**src/rtl/tw_pkg.sv**
```systemverilog
`timescale 1ns / 1ps
`default_nettype none

package tw_pkg;

    localparam int DUR_W   = 24;
    localparam int DELTA_W = 16;
    localparam int VAL_W   = 32;
    localparam int COL_W   = 32;
    localparam int CH_W    = 8;
    localparam int Q_W     = 16;          // fraction bits of progress
    localparam int T_W     = Q_W + 1;     // progress incl. the 1.0 code
    localparam int CFG_IDX_W  = 3;
    localparam int CFG_DATA_W = 32;
    localparam int MODE_W  = 2;

    localparam int MUL_A_W = 34;
    localparam int MUL_B_W = 18;
    localparam int MUL_P_W = MUL_A_W + MUL_B_W;

    localparam logic [T_W-1:0] ONE_Q16  = T_W'(1) << Q_W;
    localparam logic [T_W-1:0] HALF_Q16 = T_W'(1) << (Q_W - 1);

    // register indexes
    localparam logic [CFG_IDX_W-1:0] REG_EASING_MODE = 3'd0;
    localparam logic [CFG_IDX_W-1:0] REG_DURATION    = 3'd1;
    localparam logic [CFG_IDX_W-1:0] REG_START_VALUE = 3'd2;
    localparam logic [CFG_IDX_W-1:0] REG_END_VALUE   = 3'd3;
    localparam logic [CFG_IDX_W-1:0] REG_START_COLOR = 3'd4;
    localparam logic [CFG_IDX_W-1:0] REG_END_COLOR   = 3'd5;

    // easing codes
    localparam logic [MODE_W-1:0] EASE_LINEAR = 2'd0;
    localparam logic [MODE_W-1:0] EASE_IN     = 2'd1;
    localparam logic [MODE_W-1:0] EASE_OUT    = 2'd2;
    localparam logic [MODE_W-1:0] EASE_IN_OUT = 2'd3;

    typedef struct packed {
        logic             start;
        logic [DUR_W-1:0] rem0;
        logic [DUR_W-1:0] divisor;
    } t_div_req;

    typedef struct packed {
        logic           done;
        logic [Q_W-1:0] quo;
    } t_div_rsp;

endpackage

`default_nettype wire

```
**src/rtl/tw_div.sv**
```systemverilog
`timescale 1ns / 1ps
`default_nettype none

// restoring divider, one quotient bit per cycle
module tw_div import tw_pkg::*; (
    input  wire logic     i_clk,
    input  wire logic     i_rst_n,
    input  wire t_div_req i_req,
    output t_div_rsp      o_rsp
);

    localparam int CNT_W = $clog2(Q_W);

    logic [DUR_W-1:0] r_rem, n_rem;
    logic [DUR_W-1:0] r_dvs;
    logic [Q_W-1:0]   r_quo, n_quo;
    logic [CNT_W-1:0] r_cnt;
    logic             r_busy;
    logic             r_done;

    logic [DUR_W:0] sh;
    logic [DUR_W:0] diff;
    logic           ge;

    always_comb begin
        sh    = {r_rem, 1'b0};
        ge    = sh >= {1'b0, r_dvs};
        diff  = sh - {1'b0, r_dvs};
        n_rem = ge ? diff[DUR_W-1:0] : sh[DUR_W-1:0];
        n_quo = {r_quo[Q_W-2:0], ge};
    end

    always_ff @(posedge i_clk) begin
        if (!i_rst_n) begin
            r_busy <= 1'b0;
            r_done <= 1'b0;
            r_cnt  <= '0;
        end else if (i_req.start) begin
            r_busy <= 1'b1;
            r_done <= 1'b0;
            r_cnt  <= '0;
        end else if (r_busy) begin
            r_cnt <= r_cnt + CNT_W'(1);
            if (r_cnt == CNT_W'(Q_W - 1)) begin
                r_busy <= 1'b0;
                r_done <= 1'b1;
            end
        end else begin
            r_done <= 1'b0;
        end
    end

    always_ff @(posedge i_clk) begin
        if (i_req.start) begin
            r_rem <= i_req.rem0;
            r_dvs <= i_req.divisor;
            r_quo <= '0;
        end else if (r_busy) begin
            r_rem <= n_rem;
            r_quo <= n_quo;
        end
    end

    assign o_rsp.done = r_done;
    assign o_rsp.quo  = r_quo;

endmodule

`default_nettype wire

```
**src/rtl/tw_mul.sv**
```systemverilog
`timescale 1ns / 1ps
`default_nettype none

// shared signed multiplier, product registered
module tw_mul import tw_pkg::*; (
    input  wire logic                      i_clk,
    input  wire logic signed [MUL_A_W-1:0] i_a,
    input  wire logic signed [MUL_B_W-1:0] i_b,
    output logic signed [MUL_P_W-1:0]      o_p
);

    logic signed [MUL_P_W-1:0] r_p;

    always_ff @(posedge i_clk) begin
        r_p <= MUL_P_W'(i_a) * MUL_P_W'(i_b);
    end

    assign o_p = r_p;

endmodule

`default_nettype wire

```
**src/rtl/eased_value_and_color_tween.sv**
```systemverilog
`timescale 1ns / 1ps
`default_nettype none

// channel    direction  handshake           payload
// tick in    input      i_valid / o_ready   i_delta_units
// result     output     o_valid / i_ready   o_current_value, o_current_color, o_done_res
// config     input      i_cfg_we            i_cfg_idx, i_cfg_data
//
// a tick runs from acceptance to its result and to the next o_ready through: update,
// path select, the divider (16 quotient bits and its done step), six multiplies
// on the shared multiplier (square, value lerp, four colour channels), one load
// elapsed at duration skips the divider, zero duration the multiplies too
// reset clears the sequencer, elapsed time, finished flag, output valid and config registers
// a result waiting on i_ready holds the sequencer in its load step; o_ready returns once loaded
module eased_value_and_color_tween import tw_pkg::*; (
    input  wire logic                  i_clk,
    input  wire logic                  i_rst_n,
    // tick requests
    input  wire logic                  i_valid,
    output logic                       o_ready,
    input  wire logic [DELTA_W-1:0]    i_delta_units,
    // results
    output logic                       o_valid,
    input  wire logic                  i_ready,
    output logic signed [VAL_W-1:0]    o_current_value,
    output logic [COL_W-1:0]           o_current_color,
    output logic                       o_done_res,
    // register writes
    input  wire logic                  i_cfg_we,
    input  wire logic [CFG_IDX_W-1:0]  i_cfg_idx,
    input  wire logic [CFG_DATA_W-1:0] i_cfg_data
);

    localparam logic [3:0] S_IDLE = 4'd0;
    localparam logic [3:0] S_UPD  = 4'd1;   // add delta, saturate
    localparam logic [3:0] S_CHK  = 4'd2;   // pick the progress path
    localparam logic [3:0] S_DIV  = 4'd3;   // wait for the divider
    localparam logic [3:0] S_SQR  = 4'd4;   // issue square for easing
    localparam logic [3:0] S_EASE = 4'd5;   // form eased progress
    localparam logic [3:0] S_VAL  = 4'd6;   // issue value lerp
    localparam logic [3:0] S_VALR = 4'd7;   // form value
    localparam logic [3:0] S_COL  = 4'd8;   // issue one colour channel
    localparam logic [3:0] S_COLR = 4'd9;   // form that channel
    localparam logic [3:0] S_DONE = 4'd10;  // load result register

    // configuration registers
    logic [MODE_W-1:0] r_mode;
    logic [DUR_W-1:0]  r_dur;
    logic [VAL_W-1:0]  r_start_value;
    logic [VAL_W-1:0]  r_end_value;
    logic [COL_W-1:0]  r_start_color;
    logic [COL_W-1:0]  r_end_color;

    // tween state
    logic [DUR_W-1:0]  r_elapsed, n_elapsed;
    logic              r_finished, n_finished;

    // sequencer and working registers
    logic [3:0]        r_state, n_state;
    logic [DELTA_W-1:0] r_delta;
    logic [T_W-1:0]    r_t, n_t;
    logic [T_W-1:0]    r_e, n_e;
    logic [VAL_W-1:0]  r_value, n_value;
    logic [COL_W-1:0]  r_color, n_color;
    logic [1:0]        r_ch, n_ch;

    // result register
    logic              r_out_valid, n_out_valid;
    logic [VAL_W-1:0]  r_out_value, n_out_value;
    logic [COL_W-1:0]  r_out_color, n_out_color;
    logic              r_out_done, n_out_done;

    // shared units
    t_div_req                  div_req;
    t_div_rsp                  div_rsp;
    logic signed [MUL_A_W-1:0] mul_a;
    logic signed [MUL_B_W-1:0] mul_b;
    logic signed [MUL_P_W-1:0] mul_p;

    logic [DUR_W:0]    sum;
    logic [T_W-1:0]    u;
    logic              t_low;
    logic [T_W-1:0]    sq_x;
    logic [VAL_W:0]    val_diff;
    logic [CH_W-1:0]   ch_s, ch_n;
    logic [CH_W:0]     ch_diff;
    logic [27:0]       ch_total;
    logic              load_out;

    tw_div u_div (
        .i_clk   (i_clk),
        .i_rst_n (i_rst_n),
        .i_req   (div_req),
        .o_rsp   (div_rsp)
    );

    tw_mul u_mul (
        .i_clk (i_clk),
        .i_a   (mul_a),
        .i_b   (mul_b),
        .o_p   (mul_p)
    );

    // register writes; the user must write only while idle, the block does not enforce it
    always_ff @(posedge i_clk) begin
        if (!i_rst_n) begin
            r_mode        <= '0;
            r_dur         <= '0;
            r_start_value <= '0;
            r_end_value   <= '0;
            r_start_color <= '0;
            r_end_color   <= '0;
        end else if (i_cfg_we) begin
            unique case (i_cfg_idx)
                REG_EASING_MODE: r_mode        <= i_cfg_data[MODE_W-1:0];
                REG_DURATION:    r_dur         <= i_cfg_data[DUR_W-1:0];
                REG_START_VALUE: r_start_value <= i_cfg_data[VAL_W-1:0];
                REG_END_VALUE:   r_end_value   <= i_cfg_data[VAL_W-1:0];
                REG_START_COLOR: r_start_color <= i_cfg_data[COL_W-1:0];
                REG_END_COLOR:   r_end_color   <= i_cfg_data[COL_W-1:0];
                default: ;  // unused indexes are dropped
            endcase
        end
    end

    // easing operand and helpers
    always_comb begin
        u     = ONE_Q16 - r_t;
        t_low = r_t < HALF_Q16;
        unique case (r_mode)
            EASE_IN:     sq_x = r_t;
            EASE_OUT:    sq_x = u;
            EASE_IN_OUT: sq_x = t_low ? r_t : u;
            default:     sq_x = r_t;
        endcase
        val_diff = {r_end_value[VAL_W-1], r_end_value}
                 - {r_start_value[VAL_W-1], r_start_value};
        ch_s     = r_start_color[r_ch*CH_W +: CH_W];
        ch_n     = r_end_color[r_ch*CH_W +: CH_W];
        ch_diff  = {1'b0, ch_n} - {1'b0, ch_s};
        // s*65536 + (n-s)*e + half, channel sits in bits 23:16
        ch_total = mul_p[27:0] + {4'b0, ch_s, 16'h8000};
    end

    // multiplier operand select
    always_comb begin
        mul_a = '0;
        mul_b = '0;
        unique case (r_state)
            S_SQR: begin
                mul_a = {{(MUL_A_W-T_W){1'b0}}, sq_x};
                mul_b = {1'b0, sq_x};
            end
            S_VAL: begin
                mul_a = {val_diff[VAL_W], val_diff};
                mul_b = {1'b0, r_e};
            end
            S_COL: begin
                mul_a = {{(MUL_A_W-CH_W-1){ch_diff[CH_W]}}, ch_diff};
                mul_b = {1'b0, r_e};
            end
            default: ;
        endcase
    end

    // sequencer
    always_comb begin
        n_state     = r_state;
        n_elapsed   = r_elapsed;
        n_finished  = r_finished;
        n_t         = r_t;
        n_e         = r_e;
        n_value     = r_value;
        n_color     = r_color;
        n_ch        = r_ch;
        n_out_valid = r_out_valid & ~i_ready;
        n_out_value = r_out_value;
        n_out_color = r_out_color;
        n_out_done  = r_out_done;
        load_out    = 1'b0;

        div_req.start   = 1'b0;
        div_req.rem0    = r_elapsed;
        div_req.divisor = r_dur;

        sum = {1'b0, r_elapsed} + {{(DUR_W+1-DELTA_W){1'b0}}, r_delta};

        unique case (r_state)
            S_IDLE: begin
                if (i_valid) begin
                    n_state = S_UPD;
                end
            end
            S_UPD: begin
                // finished ticks leave the state alone
                if (!r_finished) begin
                    if (sum >= {1'b0, r_dur}) begin
                        n_elapsed  = r_dur;
                        n_finished = 1'b1;
                    end else begin
                        n_elapsed = sum[DUR_W-1:0];
                    end
                end
                n_state = S_CHK;
            end
            S_CHK: begin
                if (r_dur == '0) begin
                    // zero duration jumps to the end
                    n_value = r_end_value;
                    n_color = r_end_color;
                    n_state = S_DONE;
                end else if (r_elapsed >= r_dur) begin
                    n_t     = ONE_Q16;
                    n_state = S_SQR;
                end else begin
                    div_req.start = 1'b1;
                    n_state       = S_DIV;
                end
            end
            S_DIV: begin
                if (div_rsp.done) begin
                    n_t     = {1'b0, div_rsp.quo};
                    n_state = S_SQR;
                end
            end
            S_SQR: begin
                n_state = S_EASE;
            end
            S_EASE: begin
                unique case (r_mode)
                    EASE_IN:     n_e = mul_p[32:16];
                    EASE_OUT:    n_e = ONE_Q16 - mul_p[32:16];
                    EASE_IN_OUT: n_e = t_low ? mul_p[31:15] : ONE_Q16 - mul_p[31:15];
                    default:     n_e = r_t;
                endcase
                n_state = S_VAL;
            end
            S_VAL: begin
                n_state = S_VALR;
            end
            S_VALR: begin
                // arithmetic shift floors towards minus infinity
                n_value = r_start_value + mul_p[47:16];
                n_ch    = 2'd0;
                n_state = S_COL;
            end
            S_COL: begin
                n_state = S_COLR;
            end
            S_COLR: begin
                n_color[r_ch*CH_W +: CH_W] = ch_total[23:16];
                n_ch = r_ch + 2'd1;
                if (r_ch == 2'd3) begin
                    // endpoints give the exact colours
                    if (r_elapsed >= r_dur) begin
                        n_color = r_end_color;
                    end else if (r_elapsed == '0) begin
                        n_color = r_start_color;
                    end
                    n_state = S_DONE;
                end else begin
                    n_state = S_COL;
                end
            end
            S_DONE: begin
                if (!r_out_valid || i_ready) begin
                    load_out = 1'b1;
                    n_state  = S_IDLE;
                end
            end
            default: begin
                n_state = S_IDLE;
            end
        endcase

        if (load_out) begin
            n_out_valid = 1'b1;
            n_out_value = r_value;
            n_out_color = r_color;
            n_out_done  = r_finished;
        end
    end

    always_ff @(posedge i_clk) begin
        if (!i_rst_n) begin
            r_state     <= S_IDLE;
            r_elapsed   <= '0;
            r_finished  <= 1'b0;
            r_out_valid <= 1'b0;
            r_ch        <= '0;
        end else begin
            r_state     <= n_state;
            r_elapsed   <= n_elapsed;
            r_finished  <= n_finished;
            r_out_valid <= n_out_valid;
            r_ch        <= n_ch;
        end
    end

    // working and result payload
    always_ff @(posedge i_clk) begin
        if (r_state == S_IDLE && i_valid) begin
            r_delta <= i_delta_units;
        end
        r_t         <= n_t;
        r_e         <= n_e;
        r_value     <= n_value;
        r_color     <= n_color;
        r_out_value <= n_out_value;
        r_out_color <= n_out_color;
        r_out_done  <= n_out_done;
    end

    assign o_ready         = (r_state == S_IDLE);
    assign o_valid         = r_out_valid;
    assign o_current_value = r_out_value;
    assign o_current_color = r_out_color;
    assign o_done_res      = r_out_done;

endmodule

`default_nettype wire

```
**config.mk**
```make
export PLATFORM = sky130hd
export DESIGN_NAME = eased_value_and_color_tween
export DESIGN_NICKNAME = d
export VERILOG_FILES = /design/src/rtl/tw_pkg.sv /design/src/rtl/tw_div.sv /design/src/rtl/tw_mul.sv /design/src/rtl/eased_value_and_color_tween.sv
export SDC_FILE = /design/constraint.sdc
export NUM_CORES = 2
export LEC_CHECK = 0
export BUFFER_PORTS_ARGS = -buffer_cell sky130_fd_sc_hd__buf_2
export CORE_ASPECT_RATIO = 0.9
export CORE_MARGIN = 5
export CORE_UTILIZATION = 40
export DETAILED_ROUTE_END_ITERATION = 7
export GPL_TIMING_DRIVEN = 0
export PLACE_DENSITY = 0.67
export SLEW_MARGIN = 10
export SYNTH_ARGS = -nofsm -noshare
export SYNTH_HDL_FRONTEND = slang
export SYNTH_SLANG_ARGS = --single-unit
export TNS_END_PERCENT = 10
```
**constraint.sdc**
```tcl
create_clock -name i_clk -period 10.27 [get_ports i_clk]
set_clock_uncertainty 0.2 [all_clocks]
set_input_delay 0.5135 -clock i_clk [delete_from_list [all_inputs] [get_ports i_clk]]
set_output_delay 0.5135 -clock i_clk [all_outputs]
set_load 0.03 [all_outputs]
```
======== Yosys cells after proc, flatten, opt, wreduce, memory -nomap -nowiden ========
Cells that the tools add are included.
operators by class
  bitwise gates (word level) .............. 5
  add/subtract/negate cells ............... 12
  shift-type cells ........................ 4
  equal/unequal tests ..................... 26
  multipliers ............................. 1
  reduce and logical (&&, ||, !) cells .... 26
  order comparisons ....................... 4
  mux-type cells .......................... 41
operators by type and width
  cell                                                                     count
  32-bit 2-to-1 mux                                                        5
  32-bit one-hot mux with 2 select lines                                   2
  17-bit one-hot mux with 2 select lines                                   3
  34-bit one-hot mux with 3 select lines                                   1
  24-bit 2-to-1 mux                                                        4
  17-bit 2-to-1 mux                                                        5
  32-bit by 6-bit indexed part select with 8-bit output                    2
  17-bit one-hot mux with 3 select lines                                   1
  17-bit subtractor, first input constant                                  3
  25-bit by 24-bit greater-or-equal comparator with 1-bit output           2
  24-bit zero test                                                         2
  34-bit by 18-bit multiplier with 48-bit output                           1
  4-bit one-hot mux with 11 select lines                                   1
  5-bit negation with 34-bit output                                        1
  8-bit by 34-bit variable shift with 32-bit output, first input constant  1
  8-bit by 34-bit indexed part select with 32-bit output                   1
  32-bit by 32-bit subtractor with 33-bit output                           1
  32-bit adder                                                             1
  32-bit bitwise mux                                                       1
  24-bit by 16-bit adder with 25-bit output                                1
  24-bit adder                                                             1
  24-bit greater-or-equal comparator                                       1
  24-bit subtractor                                                        1
  2-bit AND reduction                                                      9
  32 further kinds                                                         68
word-level totals
  input port bits ......................... 56
  word-level logic and storage cells ...... 145
  flip-flop bits (word level) ............. 483

======== Longest topological paths before layout ========
  depth in word-level cells ............... 8
  mapped depth ............................ 38
  gate-level depth less buffers ........... 35

======== Hierarchy ========
From an unflattened synthesis, not the netlist that was laid out.
second synthesis, totals
  cell total of the unflattened synthesis .. 5405
  area total of the unflattened synthesis .. 48814.3 µm²
modules (own cells, without submodules)
  module                       area each (µm²)  cells an instance  sequential area each (µm²)  instances
  tw_mul                       22530.4          2536               1041.0                      1
  eased_value_and_color_tween  22028.6          2433               9098.7                      1
  tw_div                       4255.3           436                1881.8                      1

======== Least setup slack after synthesis ========
Ideal clock, no wire load.
  path kind ............................... reg-to-reg
  start ................................... register r_ch[0]
  end ..................................... register u_mul.r_p[47] (netlist: u_mul.o_p[47])
  cell stages (with the launch flop) ...... 37
  period minus slack after synthesis ...... 10.356 ns
  setup slack ............................. -0.086 ns
  buffers on the path ..................... 5
  required time ........................... 9.950 ns
  data arrival time ....................... 10.036 ns
  setup time .............................. 0.120 ns
  cell sequence ........................... dfxtp_1 > buf_1 > clkbuf_1 > mux4_2 > ha_1 > fa_1 > nor2b_1 > o21ai_0 > a21boi_0 > o21ai_0 > a21o_1 > buf_2 > buf_2 > nor3_1 > clkbuf_1 > nor2_1 > fa_1 > inv_1 > fa_1 > fa_1 > inv_1 > fa_1 > fa_1 > inv_1 > fa_1 > inv_1 > ha_1 > a2111oi_4 > inv_1 > o21ai_0 > a2111oi_2 > o21ai_0 > a31oi_1 > o21a_1 > o21a_1 > a21oi_1 > xnor2_1
on the way
  cells in the longest elaborated chain, start to end .. 4
  elaborated cells between the ends (all ways) .. 5
  those cells by class .................... add/sub (1); mul (1); shift (2); mux (1)
ends and longest elaborated chain
  element                                                                          RTL line                                                                RTL
  start, declared                                                                  eased_value_and_color_tween.sv:65                                       logic [1:0] r_ch, n_ch;
  start signal, assigned                                                           eased_value_and_color_tween.sv:296                                      r_ch <= n_ch;
  32-bit by 6-bit indexed part select with 8-bit output, on equally long branches  eased_value_and_color_tween.sv:139, eased_value_and_color_tween.sv:138
  8-bit by 8-bit subtractor with 9-bit output (*)                                  eased_value_and_color_tween.sv:140                                      ch_diff = {1'b0, ch_n} - {1'b0, ch_s};
  34-bit one-hot mux with 3 select lines (*)                                       eased_value_and_color_tween.sv:149                                      unique case (r_state)
  34-bit by 18-bit multiplier with 48-bit output (*)                               tw_mul.sv:15                                                            r_p <= MUL_P_W'(i_a) * MUL_P_W'(i_b);
  end signal, assigned                                                             tw_mul.sv:15
  end, declared                                                                    tw_mul.sv:12                                                            logic signed [MUL_P_W-1:0] r_p;
Every way passes the cells marked *; elsewhere a longest branch is shown, timed or not.
A chain may end at the register's enable or synchronous reset.

======== Worst setup path in the final report ========
  start ................................... register r_ch[0]
  end ..................................... register u_mul.r_p[38] (netlist: u_mul.o_p[38])
Same word-level chain as after synthesis.

==> flow_summary.ini <==
[run_status]
status = finished, final reports clean

[worst_setup_path]
r2r-end = u_mul.o_p[38]
critPathKind = reg2reg
crit_required_ps = 10580
critical_path.endpoint = u_mul.o_p[38]
cp.arrival_ps = 10430
max_stage_delay_ps = 590
cpMaxStageDelayCell = fa_1
timing.rr.start = r_ch[0]
cpMostUsedCell = fa_1
critPathCaptureType = flop
crit_fanout = 10
ff2ff_path_depth = 37
ff2ff_setup_slack_ps = 150
worst_setup_path_start_kind = flop
startpoint = r_ch[0]

[yosys]
synth_xor_area_frac = 0.03531
synth-compound-area-share = 0.1239
syn-cell-area_um2 = 44650
ys_types = 93
yosys-top-cells-count = inv_1 (738), nor2_1 (588), nand2_1 (563), fa_1 (520), a21oi_1 (376)
synth_area_leaders = fa_1 (23%), edfxtp_1 (15%), dfxtp_1 (11%)
syn_inst = 4977
synth_top_area_cell = fa_1
yosysMostFrequentCell = inv_1
synth.ff_latch_count = 468
syn-num-nets = 5839
synth_edf_count = 227
netlist.area_leader.share = 0.2331
synthMuxAreaShare = 0.02642
synth-main-ff-cell = dfxtp_1
async_flop_share = 0
synthAdderAreaFrac = 0.3133
yosysWarnings = 0
yosysSeqAreaShare = 0.2607
avgSynthCellArea_um2 = 8.972
synthSimpleGateAreaFrac = 0.1594
synth_top_family_by_area = adder cells

[clocking]
cts_buffer_depth = 3
numCtsBuffers = 50
clk_pin_slew_worst_paths_ps = 70
root_buffer = clkbuf_16
cts_tree = built
clk_latency_ps = 620
cts.sinks = 468
h-tree-depth = 2

[global_route]
overflow = 0
grt.total_usage = 0.2501
antenna_found_initial = 2
first_global_vias = 37345
grt_max_degree = 34
grt_pass1_wl_um = 228700

[sta]
period_needed_ps = 10120
slew_violations = 0
finalSetupViolations = 0
setup_slack_ps = 147.8
worst_pin_slew_ps = 1343
hold_slack_ps = 29.72
rsz0062_at_grt = true
fin_crit_sh = 0.9856
hold_viol = 0
slew-limit-headroom = 0.1049
max_freq_ghz = 0.09879

[hold_path]
hold_class = in2reg
hold_path_depth = 3

[detailed_routing]
drt_iter0_markers = 4178
route.vias.total = 37917
ant_nets = 0
drc = 0
avgRoutedWirePerCell_um = 22.37
routed_wl_um = 150700
drt_first_pass_iters = 6
drt-vias-per-instance = 5.626

[final_layout]
fin_nets = 6084
multi_input_area_um2 = 29910
areaGrowthSynthToFinish_pct = 12.34
drive_gt1_frac = 0.09747
regArea_um2 = 11640
fin_util = 0.4518
fin_cells = 6740
n_fill_cell = 10690

[die]
num_rows = 116
ios = 123
core_um2 = 111000
dieWidth_um = 362.2
dieArea_um2 = 118400
initial_utilization = 0.4022
die_h_um = 327.0

[power_and_ir_drop]
power.leakage_nw = 21.46
powerDensity_nw_per_um2 = 155.6
p_total_mw = 7.806
ir_drop_mv = 0.1788

[placed_design]
dp_cells = 6590
dp_hpwl_um = 118400
portBuffers = 121
pre_cts_ws_ps = -2655
place_congestion = 0.9822

[job]
max_cap_violations = 0
==> flip-flops by register name, indices dropped and copies added, names as in the netlist, 24 cells and up <==
signal / cells
r_start_value: 32
r_value: 32
o_current_color: 32
r_end_value: 32
r_elapsed: 24
r_start_color: 32
r_dur: 24
r_color: 32
o_current_value: 32
u_div.r_rem: 24
u_div.r_dvs: 24
r_end_color: 32
u_mul.o_p: 33
==> report_power, final <==
group	switching (mW)	internal (mW)
logic	2.32	1.20
registers	0.200	2.24
clock network	0.802	1.05
total	3.32	4.49
==> worst max-delay path: cells and delay by family, from the launching register on <==
kind	cells	cell delay [ps]
buf+inv	11	1440
compound gates	11	2210
xor+xnor	1	280
flops	1	390
simple gates	4	750
mux	1	540
fa+ha+maj	9	4160
==> worst min path at each step <==
stage                                endpoint     startpoint  slack (ps)
after global routing           r_end_value[3]  i_cfg_data[3]          40
after CTS                      r_end_value[3]  i_cfg_data[3]           7
final                          r_end_value[3]  i_cfg_data[3]          30
after global placement     o_current_value[4]     r_value[4]         200
after floorplan            o_current_value[0]     r_value[0]         200
after detailed placement  o_current_value[20]    r_value[20]         210
==> logic make-up (layout without fill, tap and decap cells) <==
kind of cell	count (synthesis)	in the layout
other	0	2
buffers and inverters	951	1237
adder cells (fa/ha/maj)	806	806
AND/OR/NAND/NOR	1605	1605
flip-flops	468	468
XOR/XNOR	180	180
multiplexers	77	77
AO/OA/AOI/OAI	890	890
==> cells in the final DEF (no fill, tap or decap), drive strengths merged, types with 66 or more instances in the layout <==
master  netlist  layout
edfxtp      227     227
nor3         81      81
clkbuf      175     231
a21oi       384     384
nand2       563     563
buf          37     214
a21o         82      82
ha          286     286
o21ai       153     153
fa          520     520
or2          66      66
xnor2       122     122
dfxtp       241     241
nor2        590     590
inv         739     745
==> layout make-up <==
type,instances,share of cell area
Clock inverter,27,0.004914
Antenna cell,2,0.00009978
Timing Repair Buffer,196,0.02607
Sequential cell,468,0.2322
Inverter,739,0.05530
Buffer,209,0.02030
Tap cell,1475,0.03679
Clock buffer,66,0.02799
Multi-Input combinational cell,3558,0.5964
==> layer usage <==
layer | GRT usage | share of wire | routed length, µm | vias up
li1 | - | - | - | 16807
met1 | 0.3576 | 0.42 | 63080 | 18614
met2 | 0.3727 | 0.42 | 63810 | 2115
met3 | 0.05218 | 0.11 | 16780 | 379
met4 | 0.09761 | 0.047 | 7065 | 2
met5 | 0 | 0.000086 | 13 | -
==> metrics by stage <==
| stage | TNS (ps) | cell area (µm²) |
|---|---|---|
| after floorplan | 0 | 44650 |
| after global placement | -67860 | 47100 |
| after detailed placement | -61410 | 47360 |
| after CTS | 0 | 49750 |
| after global routing | -121.7 | 50160 |
| final | 0 | 50160 |
==> repair_timing <==
action | CTS | global route
pin swaps | 16 | 29
hold buffers | 24 | 0
endpoints found under the hold margin | 45 | 0
gates resized for setup | 93 | 95
buffers inserted | 18 | 16
endpoints found under the setup margin | 33 | 19
Note: power is estimated with default switching activity, not from simulation.
